## src/hw/rtl/tccw_pkg.sv

```systemverilog
// Shared types and constants for the text console cell writer.
// Holds command codes, decoded operation codes and the payload structs.
// No dependencies.
`timescale 1ns / 1ps

package tccw_pkg;

  // command codes on the input channel
  localparam logic [1:0] CMD_PUT   = 2'd0;
  localparam logic [1:0] CMD_READ  = 2'd1;
  localparam logic [1:0] CMD_CLEAR = 2'd2;

  // special character bytes and cell values
  localparam logic [7:0]  CHAR_NEWLINE = 8'd10;
  localparam logic [7:0]  CHAR_TAB     = 8'd9;
  localparam logic [7:0]  CHAR_SPACE   = 8'd32;
  localparam logic [15:0] BLANK_CELL   = 16'h0720;
  localparam logic [7:0]  ATTR_RESET   = 8'd7;

  // operation classes decided at the front end
  typedef enum logic [2:0] {
    OP_GLYPH,
    OP_NEWLINE,
    OP_TAB,
    OP_READ,
    OP_CLEAR,
    OP_NOP
  } op_t;

  typedef struct packed {
    logic [1:0]  cmd;
    logic [7:0]  char_code;
    logic [10:0] read_address;
  } in_item_t;

  typedef struct packed {
    logic [15:0] cell_value;
    logic [4:0]  cursor_row;
    logic [6:0]  cursor_column;
    logic [10:0] cursor_index;
  } out_item_t;

  // entry of the queue between front and back
  typedef struct packed {
    op_t         op;
    logic [7:0]  char_code;
    logic [10:0] read_address;
  } op_item_t;

endpackage

```

## src/hw/rtl/tccw_queue.sv

```systemverilog
// Two-entry queue of classified operations between front and back end.
// Depends on tccw_pkg.
`timescale 1ns / 1ps

module tccw_queue (
  input  logic               clk,
  input  logic               rst_n,
  input  logic               push,
  input  tccw_pkg::op_item_t push_item,
  input  logic               pop,
  output logic               full,
  output logic               q_valid,
  output tccw_pkg::op_item_t q_item
);

  localparam int Depth = 2;

  tccw_pkg::op_item_t slot_r [Depth];
  logic               wr_ptr_r;
  logic               rd_ptr_r;
  logic [1:0]         cnt_r;

  assign full    = (cnt_r == 2'(Depth));
  assign q_valid = (cnt_r != 2'd0);
  assign q_item  = slot_r[rd_ptr_r];

  // store the pushed entry
  always_ff @(posedge clk) begin
    if (push) begin
      slot_r[wr_ptr_r] <= push_item;
    end
  end

  // advance pointers and track fill level
  always_ff @(posedge clk) begin
    if (!rst_n) begin
      wr_ptr_r <= 1'b0;
      rd_ptr_r <= 1'b0;
      cnt_r    <= 2'd0;
    end else begin
      if (push) begin
        wr_ptr_r <= ~wr_ptr_r;
      end
      if (pop) begin
        rd_ptr_r <= ~rd_ptr_r;
      end
      if (push && !pop) begin
        cnt_r <= cnt_r + 2'd1;
      end else if (pop && !push) begin
        cnt_r <= cnt_r - 2'd1;
      end
    end
  end

  a_no_overflow: assert property (@(posedge clk) disable iff (!rst_n)
    full |-> !push)
    else $error("push into a full queue");

  a_no_underflow: assert property (@(posedge clk) disable iff (!rst_n)
    !q_valid |-> !pop)
    else $error("pop from an empty queue");

  a_count_range: assert property (@(posedge clk) disable iff (!rst_n)
    cnt_r <= 2'(Depth))
    else $error("queue count out of range");

endmodule

```

## config.mk

```make
export PLATFORM = sky130hd
export DESIGN_NAME = tccw_queue
export DESIGN_NICKNAME = d
export VERILOG_FILES = /design/src/hw/rtl/tccw_pkg.sv /design/src/hw/rtl/tccw_queue.sv
export SDC_FILE = /design/constraint.sdc
export NUM_CORES = 1
export LEC_CHECK = 0
export BUFFER_PORTS_ARGS = -buffer_cell sky130_fd_sc_hd__buf_2
export CAP_MARGIN = 40
export CORE_ASPECT_RATIO = 1.4
export CORE_MARGIN = 5
export CORE_UTILIZATION = 25
export DETAILED_ROUTE_END_ITERATION = 8
export GPL_TIMING_DRIVEN = 1
export PLACE_DENSITY = 0.5
export SLEW_MARGIN = 10
export SYNTH_ARGS = -nofsm -noshare
export SYNTH_HDL_FRONTEND = slang
export SYNTH_SLANG_ARGS = --single-unit
```

## constraint.sdc

```tcl
create_clock -name clk -period 3.51 [get_ports clk]
set_input_delay 0.5265 -clock clk [delete_from_list [all_inputs] [get_ports clk]]
set_output_delay 0.5265 -clock clk [all_outputs]
set_load 0.05 [all_outputs]
```

==> results of run 1 <==
-- how the worst min path moves through the flow --
stage	startpoint	slack (ns)	cells past startpoint	to
2_1_floorplan	cnt_r[1]	0.46	2	cnt_r[1]
3_3_place_gp	cnt_r[1]	0.47	2	cnt_r[1]
3_5_place_dp	cnt_r[1]	0.49	2	cnt_r[1]
4_1_cts	push_item[18]	0.39	1	slot_r[1][18]
5_1_grt	push_item[20]	0.39	1	slot_r[1][20]
6_report	push_item[18]	0.41	1	slot_r[1][18]
-- synth_stat cells --
cell type / count
or2_2: 1
inv_1: 1
mux2_2: 22
dfxtp_1: 5
or3_1: 1
and2_1: 4
and2b_2: 1
edfxtp_1: 44
nor2b_1: 2
ha_1: 1
o21ai_0: 1
o21a_1: 1
xnor2_1: 1
a21boi_1: 1
xor2_1: 2
buf_2: 2
-- power by group --
part           switching [mW]  internal, mW
registers              0.0121         0.671
clock network           0.184         0.214
logic                   0.162        0.0723
-- placed cells by master, fill, tap and decap left out --
master     instances
or2_2              1
buf_2             49
buf_4              2
and2b_2            1
o21a_1             1
buf_8              1
inv_6              1
clkbuf_8           5
nor2b_1            1
o21ai_0            1
inv_1              1
and2_1             4
dfxtp_1            5
clkinv_2           1
mux2_2            22
a21boi_1           1
or3_1              1
xnor2_1            1
edfxtp_1          44
ha_1               1
xor2_1             2
bufinv_16          1
nor2b_2            1
-- layout make-up --
cell class,instances,area share [%]
inverters,1,0.163
multi-input cells,38,16.0
clock buffers,5,2.99
flip-flops and latches,49,61.8
clock inverters,3,1.90
repair buffers,52,12.0
well taps,95,5.17
-- routing by layer --
layer	vias to the layer above	track usage [%]	wire length, um
met1	477	8.32	1240
met3	4	2.69	203
met4	0	3.66	46
met2	29	14.9	1980
met5	-	0	0
li1	456	-	-
-- worst reg2reg max path: stages (launching register included) --
cell and delay (ns):
dfxtp_1 0.36, and2_1 0.52, buf_8 0.24
-- state kept, by name, indices dropped and copies added (netlist names), named ones only --
name / cells
slot_r: 44
cnt_r: 2
wr_ptr_r: 1
rd_ptr_r: 1
-- logic make-up after synthesis --
logic type / count (synthesis)
and+or+nand+nor: 9
AOI/OAI and AO/OA: 3
muxes: 22
DFF: 49
adders and majority gates: 1
buffers and inverters: 3
xor gates and xnor gates: 3
-- through the flow --
step                instance area (um^2)  setup slack (ns)  utilization (%)
finish                              2300              1.32             32.9
floorplan                           1800              1.53                -
CTS                                 2300              1.29             32.9
global route                        2300              1.22             32.9
detailed placement                  2190              1.63             31.3
global placement                    2170              1.63             31.1
==> results.cfg, run 1 <==
[outcome]
outcome = completed

[synth]
synthMuxAreaShare_pct = 13.8
synthCells = 90
syn_avg_cell_area_um2 = 20.0
synth_fp_nets = 117
synth.area.top_cells = edfxtp_1, mux2_2, dfxtp_1
synth-xor-area-share_pct = 1.46
synth_compound_area_share_pct = 1.11
yosys.area.top_type = edfxtp_1
syn_area_um2 = 1800
yosys_warnings = 0
synth_seq_cells = 49
synth_fa_ha_area_share_pct = 0.695
synth-simple-area-share_pct = 3.27
synth_top_family_by_area = multiplexers
synth-seq-area-share_pct = 78.9
synth_top_area_share_pct = 73.4
synth_cell_type_count = 16

[place]
io_buffers = 49
place_congestion = 0.626
place_inst = 235
dpl.hpwl_mm = 2.55

[global_route]
grt_pass1_wl_mm = 5.58
track_usage_pct = 8.29
grt_pass1_vias = 1131
grt-ovfl-total = 0
grt_max_degree = 19
antenna_found_initial = 0

[floorplan]
io_pins = 50
rows = 36
die_w_um = 81.7
die_h_um = 110
core_um2 = 6980
die-area_um2 = 9020
start_util_pct = 25.8

[sta]
setup_tns_ns = 0
worst_hold_slack_ns = 0.409
post-route-min-period_ns = 2.19
timing.final.crit_share_pct = 62.3
fin_skew_ns = 0.00609
rsz0062_at_grt = no
final_max_slew_viol_count = 0
finalHoldViolCount = 0
relSlewSlack_pct = 60.2
worstMarginPinSlew_ns = 0.597
finalSetupViolCount = 0
fmax_mhz = 457

[critical_path]
cp-end-kind = primary output
r2r_cells = 2
rr_endpoint = slot_r[1][3]
cp-start-kind = register
worst-endpoint-arrival_ns = 1.66
path_depth = 3
crit_type = reg -> out
crit_end = q_item[17]
path_max_fanout = 17
critical_path.cell_chain = buf_4 > mux2_2 > buf_2
slowest_delay_ns = 0.47
timing.rr.start = wr_ptr_r
critPathTopFamily = buffers and inverters
slowest_stage = dfxtp_1
worstPathRequired_ns = 2.98
r2r_slack_ns = 2.10
crit_buf_inv = 2

[clocking]
cts_resized = 0
h-tree-depth = 2
clock_path_buffers = 2
cts_tree = yes
root_buffer = clkbuf_8
cts_buffers = 5
post-cts-setup-buffer-count = 0
insertion_delay_ns = 0.29
path_clk_slew_ns = 0.09
cts.sinks = 49
holdBufCountCts = 0

[power]
power_mw = 1.31
ir_worst_vdd_mv = 0.351
p_leak_nw = 0.868
powerDensity_nw_per_um2 = 572

[hold_path]
hold_path.class = in -> reg

[layout]
multi_input_area_um2 = 368
area_growth_syn_to_layout_pct = 27.7
antenna_cells = 0
seq_area_um2 = 1420
stdcell_count = 243
drive_gt1_share_pct = 57.4
final_nets = 174
fillers = 703

[route]
first_pass_iters = 4
drc = 0
route.detailed.wl_per_inst_um = 14.3
drtAntennaViolNets = 0
wl_mm = 3.47
drtIter0Drc = 35
vias = 966
post_drt_via_cell_ratio = 3.98

[flow_run]
cap_viol_max_count = 0
(Power assumes the default switching activity.)
==> run 2, diff against run 1 <==
Settings changed: PLACE_DENSITY 0.5 to 0.52.
Clock period 3.51 ns to 1.8 ns, I/O delays scaled along.
==> run 2 against run 1 <==
Compared with the run above:
- non-clock buffer count grew 2
- clock-buffer cell count is the same
- critical path depth unchanged
- largest cell class unchanged
- first-iteration DRC count decreased by 17%
- combinational power is 97% higher
- worst hold slack lost 0.26 ns
==> results.cfg, run 2 (synthesis results as in run 1) <==
[clocking]
insertion_delay_ns = 0.30
holdBufCountCts = 0
clock_path_buffers = 2
cts_tree = yes
cts.sinks = 49
path_clk_slew_ns = 0.10
h-tree-depth = 2
cts_buffers = 5
post-cts-setup-buffer-count = 0
root_buffer = clkbuf_8
cts_resized = 0

[global_route]
gr-usage-met1_pct = 8.50
grt_busiest_layer = met2
gr-usage-met2_pct = 14.1
antenna_found_initial = 0
grt_pass1_wl_mm = 5.33
grt-ovfl-total = 0
grt_max_degree = 24
track_usage_pct = 8.02
grt_pass1_vias = 1120
grtUsageMet3_pct = 2.85

[critical_path]
critPathTopFamily = buffers and inverters
cp-end-kind = primary output
path_depth = 3
worst-endpoint-arrival_ns = 1.44
worstPathRequired_ns = 1.53
cp-start-kind = register
critical_path.cell_chain = buf_4 > mux2_2 > buf_2
crit_buf_inv = 2
path_max_fanout = 14
slowest_stage = mux2_2
r2r_cells = 2
crit_type = reg -> out
slowest_delay_ns = 0.37

[layout]
mostFrequentLayoutCells = buf_2, edfxtp_1, mux2_2
largest_reg_flops = 44
antenna_cells = 0
area_growth_syn_to_layout_pct = 27.1
final_nets = 176
top_regs = slot_r (44), cnt_r (2)
stdcell_count = 245
layout_commonest_cell = buf_2
regMostFlops = slot_r
drive_gt1_share_pct = 58.0
fillers = 705

[sta]
fmax_mhz = 586
finalSetupViolCount = 0
post-route-min-period_ns = 1.71
rsz0062_at_grt = no
relSlewSlack_pct = 78.6
timing.final.crit_share_pct = 94.8
fin_skew_ns = 0.00770
worstMarginPinSlew_ns = 0.321
finalHoldViolCount = 0
final_max_slew_viol_count = 0
setup_tns_ns = 0

[power]
combPwrFrac_pct = 18.8
power_mw = 2.45
power.internal_mw = 1.73
p_leak_nw = 0.863
p_sw_mw = 0.716
ir_worst_vdd_mv = 0.655
switching_share_pct = 29.2
power_frac_seq_pct = 54.2
p_clk_share_pct = 27.0
powerDensity_nw_per_um2 = 1070

[floorplan]
io_pins = 50
die-area_um2 = 9020
die_h_um = 110
core_um2 = 6980
rows = 36
die_w_um = 81.7
start_util_pct = 25.8

[route]
drc = 0
route.detailed.wl_per_inst_um = 13.4
drtIter0Drc = 29
wl_mm = 3.28
post_drt_via_cell_ratio = 3.87
first_pass_iters = 2
vias = 949
drtAntennaViolNets = 0

[place]
place_congestion = 0.639
dpl.hpwl_mm = 2.43
place_inst = 237
io_buffers = 49

[hold_path]
hold_depth = 1
hold_path.class = in -> reg

[outcome]
outcome = completed

[flow_run]
cap_viol_max_count = 0
run 2: layout make-up:
class	instances	area (um^2)	area share [%]
Clock inverter	3	25.0	1.09
Clock buffer	5	68.8	3.01
Inverter	1	3.75	0.164
Timing Repair Buffer	54	283	12.4
Multi-Input combinational cell	38	368	16.1
Sequential cell	49	1420	62.1
Tap cell	95	119	5.19
run 2: power by group through the flow:
stage | clock network (mW) | registers (mW) | logic, mW
global placement | 0 | 1.35 | 0.462
CTS | 0.692 | 1.33 | 0.471
floorplan | 0 | 1.35 | 0.345
detailed placement | 0 | 1.35 | 0.470
global route | 0.748 | 1.33 | 0.492
finish | 0.662 | 1.33 | 0.462
run 2: layer usage:
metal  up-vias  wire, um
met1       453      1240
li1        458         -
met5         -         0
met2        33      1760
met3         5       222
met4         0        52
run 2: path summary, 6_finish.rpt:
path                    to    startpoint  slack [ns]
max              q_item[0]      register        0.09
min           slot_r[1][9]  push_item[9]        0.15
max reg2reg  slot_r[0][13]      wr_ptr_r        0.73
min reg2reg       cnt_r[1]      cnt_r[1]        0.51
run 2: metrics by stage:
stage	util (%)	cell area (um^2)	worst slack [ns]	hold slack, ns
2_1_floorplan	-	1800	0.0554	0.369
3_3_place_gp	31.4	2190	0.411	0.458
3_5_place_dp	31.4	2190	0.400	0.462
4_1_cts	32.8	2290	0.0561	0.136
5_1_grt	32.8	2290	0.0102	0.126
6_report	32.8	2290	0.0935	0.151
