==> config.mk <==
export PLATFORM = sky130hd
export DESIGN_NAME = tccw_front
export DESIGN_NICKNAME = d
export VERILOG_FILES = /design/src/hw/rtl/tccw_pkg.sv /design/src/hw/rtl/tccw_front.sv
export SDC_FILE = /design/constraint.sdc
export NUM_CORES = 1
export LEC_CHECK = 0
export BUFFER_PORTS_ARGS = -buffer_cell sky130_fd_sc_hd__buf_2
export CAP_MARGIN = 25
export CORE_AREA = 2 2 39 41
export DETAILED_ROUTE_END_ITERATION = 10
export DIE_AREA = 0 0 41 43
export SKIP_LAST_GASP = 1
export SLEW_MARGIN = 30
export SYNTH_ARGS = -nofsm -noshare
export SYNTH_HDL_FRONTEND = slang
export SYNTH_SLANG_ARGS = --single-unit
==> constraint.sdc <==
create_clock -name vclk -period 0.8
set_clock_uncertainty 0.2 [all_clocks]
set_input_delay 0 -clock vclk [all_inputs]
set_output_delay 0 -clock vclk [all_outputs]
set_load 0.05 [all_outputs]
==> src/hw/rtl/tccw_pkg.sv <==
// Shared types and constants for the text console cell writer.
// Holds command codes, decoded operation codes and the payload structs.
// No dependencies.
`timescale 1ns / 1ps

package tccw_pkg;

  // command codes on the input channel
  localparam logic [1:0] CMD_PUT   = 2'd0;
  localparam logic [1:0] CMD_READ  = 2'd1;
  localparam logic [1:0] CMD_CLEAR = 2'd2;

  // special character bytes and cell values
  localparam logic [7:0]  CHAR_NEWLINE = 8'd10;
  localparam logic [7:0]  CHAR_TAB     = 8'd9;
  localparam logic [7:0]  CHAR_SPACE   = 8'd32;
  localparam logic [15:0] BLANK_CELL   = 16'h0720;
  localparam logic [7:0]  ATTR_RESET   = 8'd7;

  // operation classes decided at the front end
  typedef enum logic [2:0] {
    OP_GLYPH,
    OP_NEWLINE,
    OP_TAB,
    OP_READ,
    OP_CLEAR,
    OP_NOP
  } op_t;

  typedef struct packed {
    logic [1:0]  cmd;
    logic [7:0]  char_code;
    logic [10:0] read_address;
  } in_item_t;

  typedef struct packed {
    logic [15:0] cell_value;
    logic [4:0]  cursor_row;
    logic [6:0]  cursor_column;
    logic [10:0] cursor_index;
  } out_item_t;

  // entry of the queue between front and back
  typedef struct packed {
    op_t         op;
    logic [7:0]  char_code;
    logic [10:0] read_address;
  } op_item_t;

endpackage

==> src/hw/rtl/tccw_front.sv <==
// Front end of the text console cell writer: accepts commands and classifies them.
// Depends on tccw_pkg.
`timescale 1ns / 1ps

module tccw_front #(
  parameter int SCREEN_WIDTH  = 80,
  parameter int SCREEN_HEIGHT = 25
) (
  input  logic                start,
  input  tccw_pkg::in_item_t  in_item,
  input  logic                q_full,
  input  logic                init_busy,
  output logic                busy,
  output logic                push,
  output tccw_pkg::op_item_t  push_item
);

  localparam int CellCount = SCREEN_WIDTH * SCREEN_HEIGHT;

  // hold off while the queue is full or the reset sweep of the screen runs
  assign busy = q_full | init_busy;
  assign push = start & ~busy;

  // classify the command into one back-end operation
  always_comb begin
    push_item.char_code    = in_item.char_code;
    push_item.read_address = in_item.read_address;
    case (in_item.cmd)
      tccw_pkg::CMD_PUT: begin
        if (in_item.char_code == tccw_pkg::CHAR_NEWLINE) begin
          push_item.op = tccw_pkg::OP_NEWLINE;
        end else if (in_item.char_code == tccw_pkg::CHAR_TAB) begin
          push_item.op = tccw_pkg::OP_TAB;
        end else begin
          push_item.op = tccw_pkg::OP_GLYPH;
        end
      end
      tccw_pkg::CMD_READ: begin
        // an address past the screen reads as zero and changes nothing
        if (int'(in_item.read_address) < CellCount) begin
          push_item.op = tccw_pkg::OP_READ;
        end else begin
          push_item.op = tccw_pkg::OP_NOP;
        end
      end
      tccw_pkg::CMD_CLEAR: push_item.op = tccw_pkg::OP_CLEAR;
      default:             push_item.op = tccw_pkg::OP_NOP;
    endcase
  end

endmodule

==> results.cfg, run 1 <==
[synthesis]
synth_commonest_cells = buf_4, nor2_1, inv_1
ys_types = 10
syn_nets = 56
ys.warnings.count = 0
ys_seq_area_frac = 0
synth.avg_cell_area_um2 = 7.39
yosysMostFrequentCell = buf_4
synth_top_cell_by_area = buf_4
synth.top_cell.area_share = 0.603
synth_cells = 32
synthTopCellsByArea = buf_4, nor4b_4, nor2_1
synthesis.area_um2 = 236

[placed_design]
dp.cells = 70
placed_area_um2 = 358
pre_cts_slack_ns = -0.385
routabilityCongestion = 0.586
portBuffers = 40

[pwr]
p_leak_nw = 0.287
cellPowerDensity_nw_per_um2 = 917
power.total_uw = 453
peakVddDrop_v = 0.000266

[status]
outcome = complete, but fails checks
failed_checks = setup timing

[routing]
drt_iter0_markers = 0
route.detailed.drc = 0
vias = 288
wl_per_cell_um = 9.64
postRouteAntennaNets = 0
drt-total-wl_um = 713
routed_via_density = 3.89
drtPass1Iterations = 1

[sta]
finalSetupViolCount = 3
maxSlewViolCount = 0
setup_slack_ns = -0.243
hold_ws_ns = 0.0881
max_freq_mhz = 959
hold_violations = 0
min_period_over_period = 1.30
finalCriticalPeriod_ns = 1.04
rsz0062_at_grt = true
max_slew.worst_pin.slew_ns = 0.501
slew_headroom = 0.667

[critical_path]
crit_fanout = 2
critical_path.cell_chain = buf_6 > nor4b_4 > a41oi_2 > nor2_4 > buf_8
path_buf_inv = 2
max_stage_delay_ns = 0.30
crit_arrival_ns = 0.84
required_ns = 0.60
critPathCaptureType = output port
critPathLaunchType = input pin
cp_slowest_cell = nor4b_4
critical_path_class = input pin to output port
crit_family = simple AND/OR/NAND/NOR gates

[global_route]
grt_pass1_vias = 230
grt_max_degree = 4
antenna_found_initial = 0
grt_pass1_wl_um = 986
grt_usage = 0.0759
grt-ovfl-total = 0

[cells_and_area]
seq_cell_count = 0
final_area_um2 = 494
syn2layout_area_growth_pct = 109
final_cell_count_no_fill = 74
clock_buffers = 0
drive_gt1_frac = 0.828
diodes = 0
regArea_um2 = 0
final_nets = 84

[cts]
cts_setup_buffers = 0

[floorplanning]
rows = 14
die-area_um2 = 1760
ios = 48
core-area_um2 = 1380
die_w_um = 41
die_h_um = 43
start_util = 0.171

[job]
max_cap_viol_count = 0

[hold_path]
hold_class = input pin to output port
[routing by layer]
metal / routed length, um / global-route usage
met5: 0 / 0
met4: 0 / 0
met3: 83 / 0.00524
met2: 401 / 0.147
met1: 228 / 0.0886
[per-stage QoR]
| step | util | TNS [ns] |
|---|---|---|
| final | 0.357 | -0.437 |
| after global routing | 0.357 | -0.559 |
| after floorplan | - | -0.238 |
| after detailed placement | 0.259 | -0.926 |
| after global placement | 0.259 | -0.887 |
| after CTS | 0.326 | -1.49 |
[worst paths after layout]
kind	start	endpoint	slack (ns)	cells after the start
hold / removal	in_item[5]	push_item[5]	0.09	2
setup / recovery	in_item[15]	push_item[20]	-0.24	5
[placed cells by master (no fill, tap or decap)]
master / synthesis / routed
a41o_2: 1 / 1
a41oi_2: 0 / 1
buf_2: 0 / 28
buf_4: 19 / 1
buf_6: 0 / 9
buf_8: 0 / 3
dlymetal6s4s_1: 0 / 4
inv_1: 2 / 2
nand4_1: 1 / 1
nor2_1: 4 / 2
nor2_4: 0 / 2
nor4b_4: 1 / 1
o211ai_1: 1 / 1
o21bai_4: 0 / 1
or2_4: 0 / 1
[final cells by class]
| class | count | area [um^2] |
|---|---|---|
| Tap cell | 16 | 20.0 |
| Timing Repair Buffer | 45 | 344 |
| Multi-Input combinational cell | 11 | 123 |
| Fill cell | 149 | 890 |
| Inverter | 2 | 7.51 |
[cell families (layout without fill, tap and decap cells)]
group,count (synthesis),in the layout,share of synthesized area
AOI/OAI and AO/OA,4,4,0.148
and+or+nand+nor,7,7,0.217
buffers and inverters,21,47,0.635
[repair_timing]
item / 4_1_cts / 5_1_grt
endpoints found under the hold margin: 4 / 0
pin swaps: 7 / 4
resized for setup: 13 / 10
endpoints found under the setup margin: 4 / 8
hold buffers: 4 / 0
[power by group]
group          switching (mW)  internal [mW]  total [mW]
Sequential                  0              0           0
Clock                       0              0           0
Combinational           0.299          0.155       0.453
No activity file was read; power rests on OpenSTA's default activity.
==> run 2, diff against run 1 <==
- CELL_PAD_IN_SITES_DETAIL_PLACEMENT: default -> 1
- CELL_PAD_IN_SITES_GLOBAL_PLACEMENT: default -> 2
- CORE_AREA: 2 2 39 41 -> default
- CORE_MARGIN: default -> 2
- CORE_UTILIZATION: default -> 10
- DIE_AREA: 0 0 41 43 -> default
- PLACE_DENSITY: default -> 0.95
==> results.cfg, run 2 (same netlist as run 1, synthesis figures left out) <==
[cells_and_area]
final_area_um2 = 475
layout_commonest_cell = buf_2
seq_cell_count = 0
diodes = 0
final_util = 0.213
n_fill_cell = 270
syn2layout_area_growth_pct = 101
regArea_um2 = 0
drive_gt1_frac = 0.831
multiInputGateArea_um2 = 123
final_nets = 85
final_cell_mix = buf_2, dlymetal6s4s_1, buf_6
clock_buffers = 0

[critical_path]
critPathCaptureType = output port
required_ns = 0.60
critical_path_class = input pin to output port
crit_fanout = 2
crit_arrival_ns = 0.85
startpoint = in_item[16]
critPathLaunchType = input pin

[sta]
max_slew.worst_pin.slew_ns = 0.502
finalCriticalPeriod_ns = 1.05
rsz0062_at_grt = true
hold_ws_ns = 0.0976
max_freq_mhz = 956
finalSetupViolCount = 3
fin_tns_setup_ns = -0.482
setup_slack_ns = -0.246
min_period_over_period = 1.31
slew_headroom = 0.667
hold_violations = 0
maxSlewViolCount = 0

[placed_design]
dpl.hpwl_um = 766
routabilityCongestion = 0.611
placed_area_um2 = 380
pre_cts_slack_ns = -0.378
portBuffers = 40

[pwr]
p_leak_nw = 0.278
cellPowerDensity_nw_per_um2 = 931
peakVddDrop_v = 0.000185

[routing]
drt-total-wl_um = 902
wl_per_cell_um = 10.4
postRouteAntennaNets = 0
drt_iter0_markers = 0
drtPass1Iterations = 1
vias = 305
routed_via_density = 3.51
route.detailed.drc = 0

[global_route]
grt_pass1_vias = 328
grt_usage = 0.0665
antenna_found_initial = 0
grt_pass1_wl_mm = 1.41
grt_max_degree = 4
grt-ovfl-total = 0

[hold_path]
min_from = in_item[16]
hold_class = input pin to output port

[job]
max_cap_viol_count = 0

[floorplanning]
rows = 17
die_w_um = 52.6
core-area_um2 = 2230
start_util = 0.106
die_h_um = 52.6
ios = 48
die-area_um2 = 2770

[cts]
cts_setup_buffers = 0

[status]
failed_checks = setup timing
outcome = complete, but fails checks
-- run 2: cell types whose count changed in the layout (fill, tap and decap cells not counted), sizes merged --
cell	previous run	this run
buf	41	42
-- run 2: timing repair --
item                                    CTS  global route
endpoints found under the setup margin    4             8
gates resized for setup                  11             5
hold endpoints to repair                  4             0
hold buffers                              4             0
pin swaps                                 5             2
-- run 2: critical path, cell delays in order --
cell	delay (ns)
buf_6	0.10
nor4b_4	0.29
a41oi_2	0.17
nor2_4	0.13
buf_8	0.15
-- run 2: cell type report --
class | count | share of cell area
repair buffers | 46 | 0.653
multi-input cells | 11 | 0.258
well taps | 28 | 0.0737
inverters | 2 | 0.0158
-- run 2: path summary, 6_finish.rpt --
check	to	slack [ns]	cells past startpoint
max	push_item[20]	-0.25	5
min	push_item[16]	0.1	2
-- run 2: power by group --
group / internal, mW / total, mW / switching, mW
combinational: 0.138 / 0.443 / 0.305
clock: 0 / 0 / 0
sequential: 0 / 0 / 0
-- run 2: routing by layer --
metal	share of wire	wire, um	GRT usage	vias up
li1	-	-	-	144
met1	0.30	271	0.0539	135
met2	0.61	546	0.167	26
met3	0.093	84	0	0
met4	0	0	0.00427	0
met5	0	0	0	-
-- run 2: through the flow --
step	instances	total power, mW
after CTS	87	0.439
after floorplan	32	0.345
after global routing	87	0.462
after global placement	83	0.355
after detailed placement	83	0.361
final	87	0.443
==> run 3, diff against run 2 <==
- clock period: 0.8 -> 1.1 ns (I/O delays scaled with it)
==> results.cfg, run 3 (same netlist as run 1, synthesis figures left out) <==
[critical_path]
required_ns = 0.90
crit_arrival_ns = 0.89
cp_slowest_cell = nor4b_4
max_stage_delay_ns = 0.31
critical_path.cell_chain = buf_8 > nor4b_4 > a41oi_2 > nor2_2 > buf_6
critPathCaptureType = output port
crit_fanout = 2
critPathLaunchType = input pin
critical_path_class = input pin to output port

[sta]
maxSlewViolCount = 0
max_freq_mhz = 914
slew_headroom = 0.668
fin_tns_setup_ns = 0
min_period_over_period = 0.994
finalSetupViolCount = 0
hold_violations = 0
hold_ws_ns = 0.100
rsz0062_at_grt = true
max_slew.worst_pin.slew_ns = 0.497
finalCriticalPeriod_ns = 1.09

[routing]
postRouteAntennaNets = 0
drt_iter0_markers = 0
drtPass1Iterations = 1
wl_per_cell_um = 10.3
vias = 289
routed_via_density = 3.40
route.detailed.drc = 0
drt-total-wl_um = 878

[cells_and_area]
final_area_um2 = 410
regArea_um2 = 0
clock_buffers = 0
syn2layout_area_growth_pct = 73.5
layout_commonest_cell = buf_2
final_nets = 83
seq_cell_count = 0
drive_gt1_frac = 0.825
diodes = 0
final_cell_mix = buf_2, dlygate4sd3_1

[global_route]
grt_max_degree = 4
grt_pass1_wl_mm = 1.10
grt_pass1_vias = 234
grt_usage = 0.0524
grt-ovfl-total = 0
antenna_found_initial = 0

[hold_path]
hold_class = input pin to output port
holdPathStages = 2

[placed_design]
placed_area_um2 = 338
dpl.hpwl_um = 769
portBuffers = 40
routabilityCongestion = 0.553

[floorplanning]
ios = 48
die-area_um2 = 2770
rows = 17
die_h_um = 52.6
die_w_um = 52.6
core-area_um2 = 2230
start_util = 0.106

[pwr]
power.total_uw = 297
p_leak_nw = 0.225
cellPowerDensity_nw_per_um2 = 723
peakVddDrop_v = 0.000140

[cts]
cts_setup_buffers = 0

[job]
max_cap_viol_count = 0

[status]
outcome = completed
[run 3: cell count changes in the layout (fill, tap and decap cells not counted), sizes merged]
cell          delta
buf              -2
dlymetal6s4s     -4
dlygate4sd3      +4
[run 3: metrics by stage]
stage,cells,setup slack (ns),utilization
detailed placement,81,-0.0673,0.151
finish,85,0.00631,0.184
global route,85,-0.0761,0.184
CTS,85,0.00533,0.173
floorplan,32,-0.0416,-
global placement,81,-0.0543,0.151
[run 3: final timing paths]
check	endpoint	startpoint	slack [ns]
min	push_item[15]	in_item[15]	0.10
max	push_item[20]	in_item[15]	0.006
[run 3: where the power goes]
group	internal (mW)	total [mW]	switching, mW	leakage [nW]
combinational	0.0829	0.297	0.214	0.225
sequential	0	0	0	0
clock	0	0	0	0
[run 3: layout make-up]
type / instances / area, um^2
repair buffers: 44 / 265
well taps: 28 / 35.0
multi-input cells: 11 / 103
fillers: 272 / 1820
inverters: 2 / 7.51
[run 3: what timing repair did]
item / 4_1_cts / 5_1_grt
setup endpoints to repair: 2 / 1
resized for setup: 3 / 6
hold buffers: 4 / 0
pin swaps: 0 / 3
endpoints found under the hold margin: 4 / 0
[run 3: metal layers]
layer / track usage / routed length, um / up-vias
met4: 0 / 0 / 0
met5: 0 / 0 / -
met3: 0 / 61 / 0
li1: - / - / 139
met1: 0.0471 / 260 / 132
met2: 0.127 / 556 / 18
[run 3: worst max-delay path: cells and delay by family]
| family | cells | cell delay [ns] |
|---|---|---|
| AO/OA/AOI/OAI | 1 | 0.15 |
| buffers and inverters | 2 | 0.27 |
| AND/OR/NAND/NOR | 2 | 0.46 |
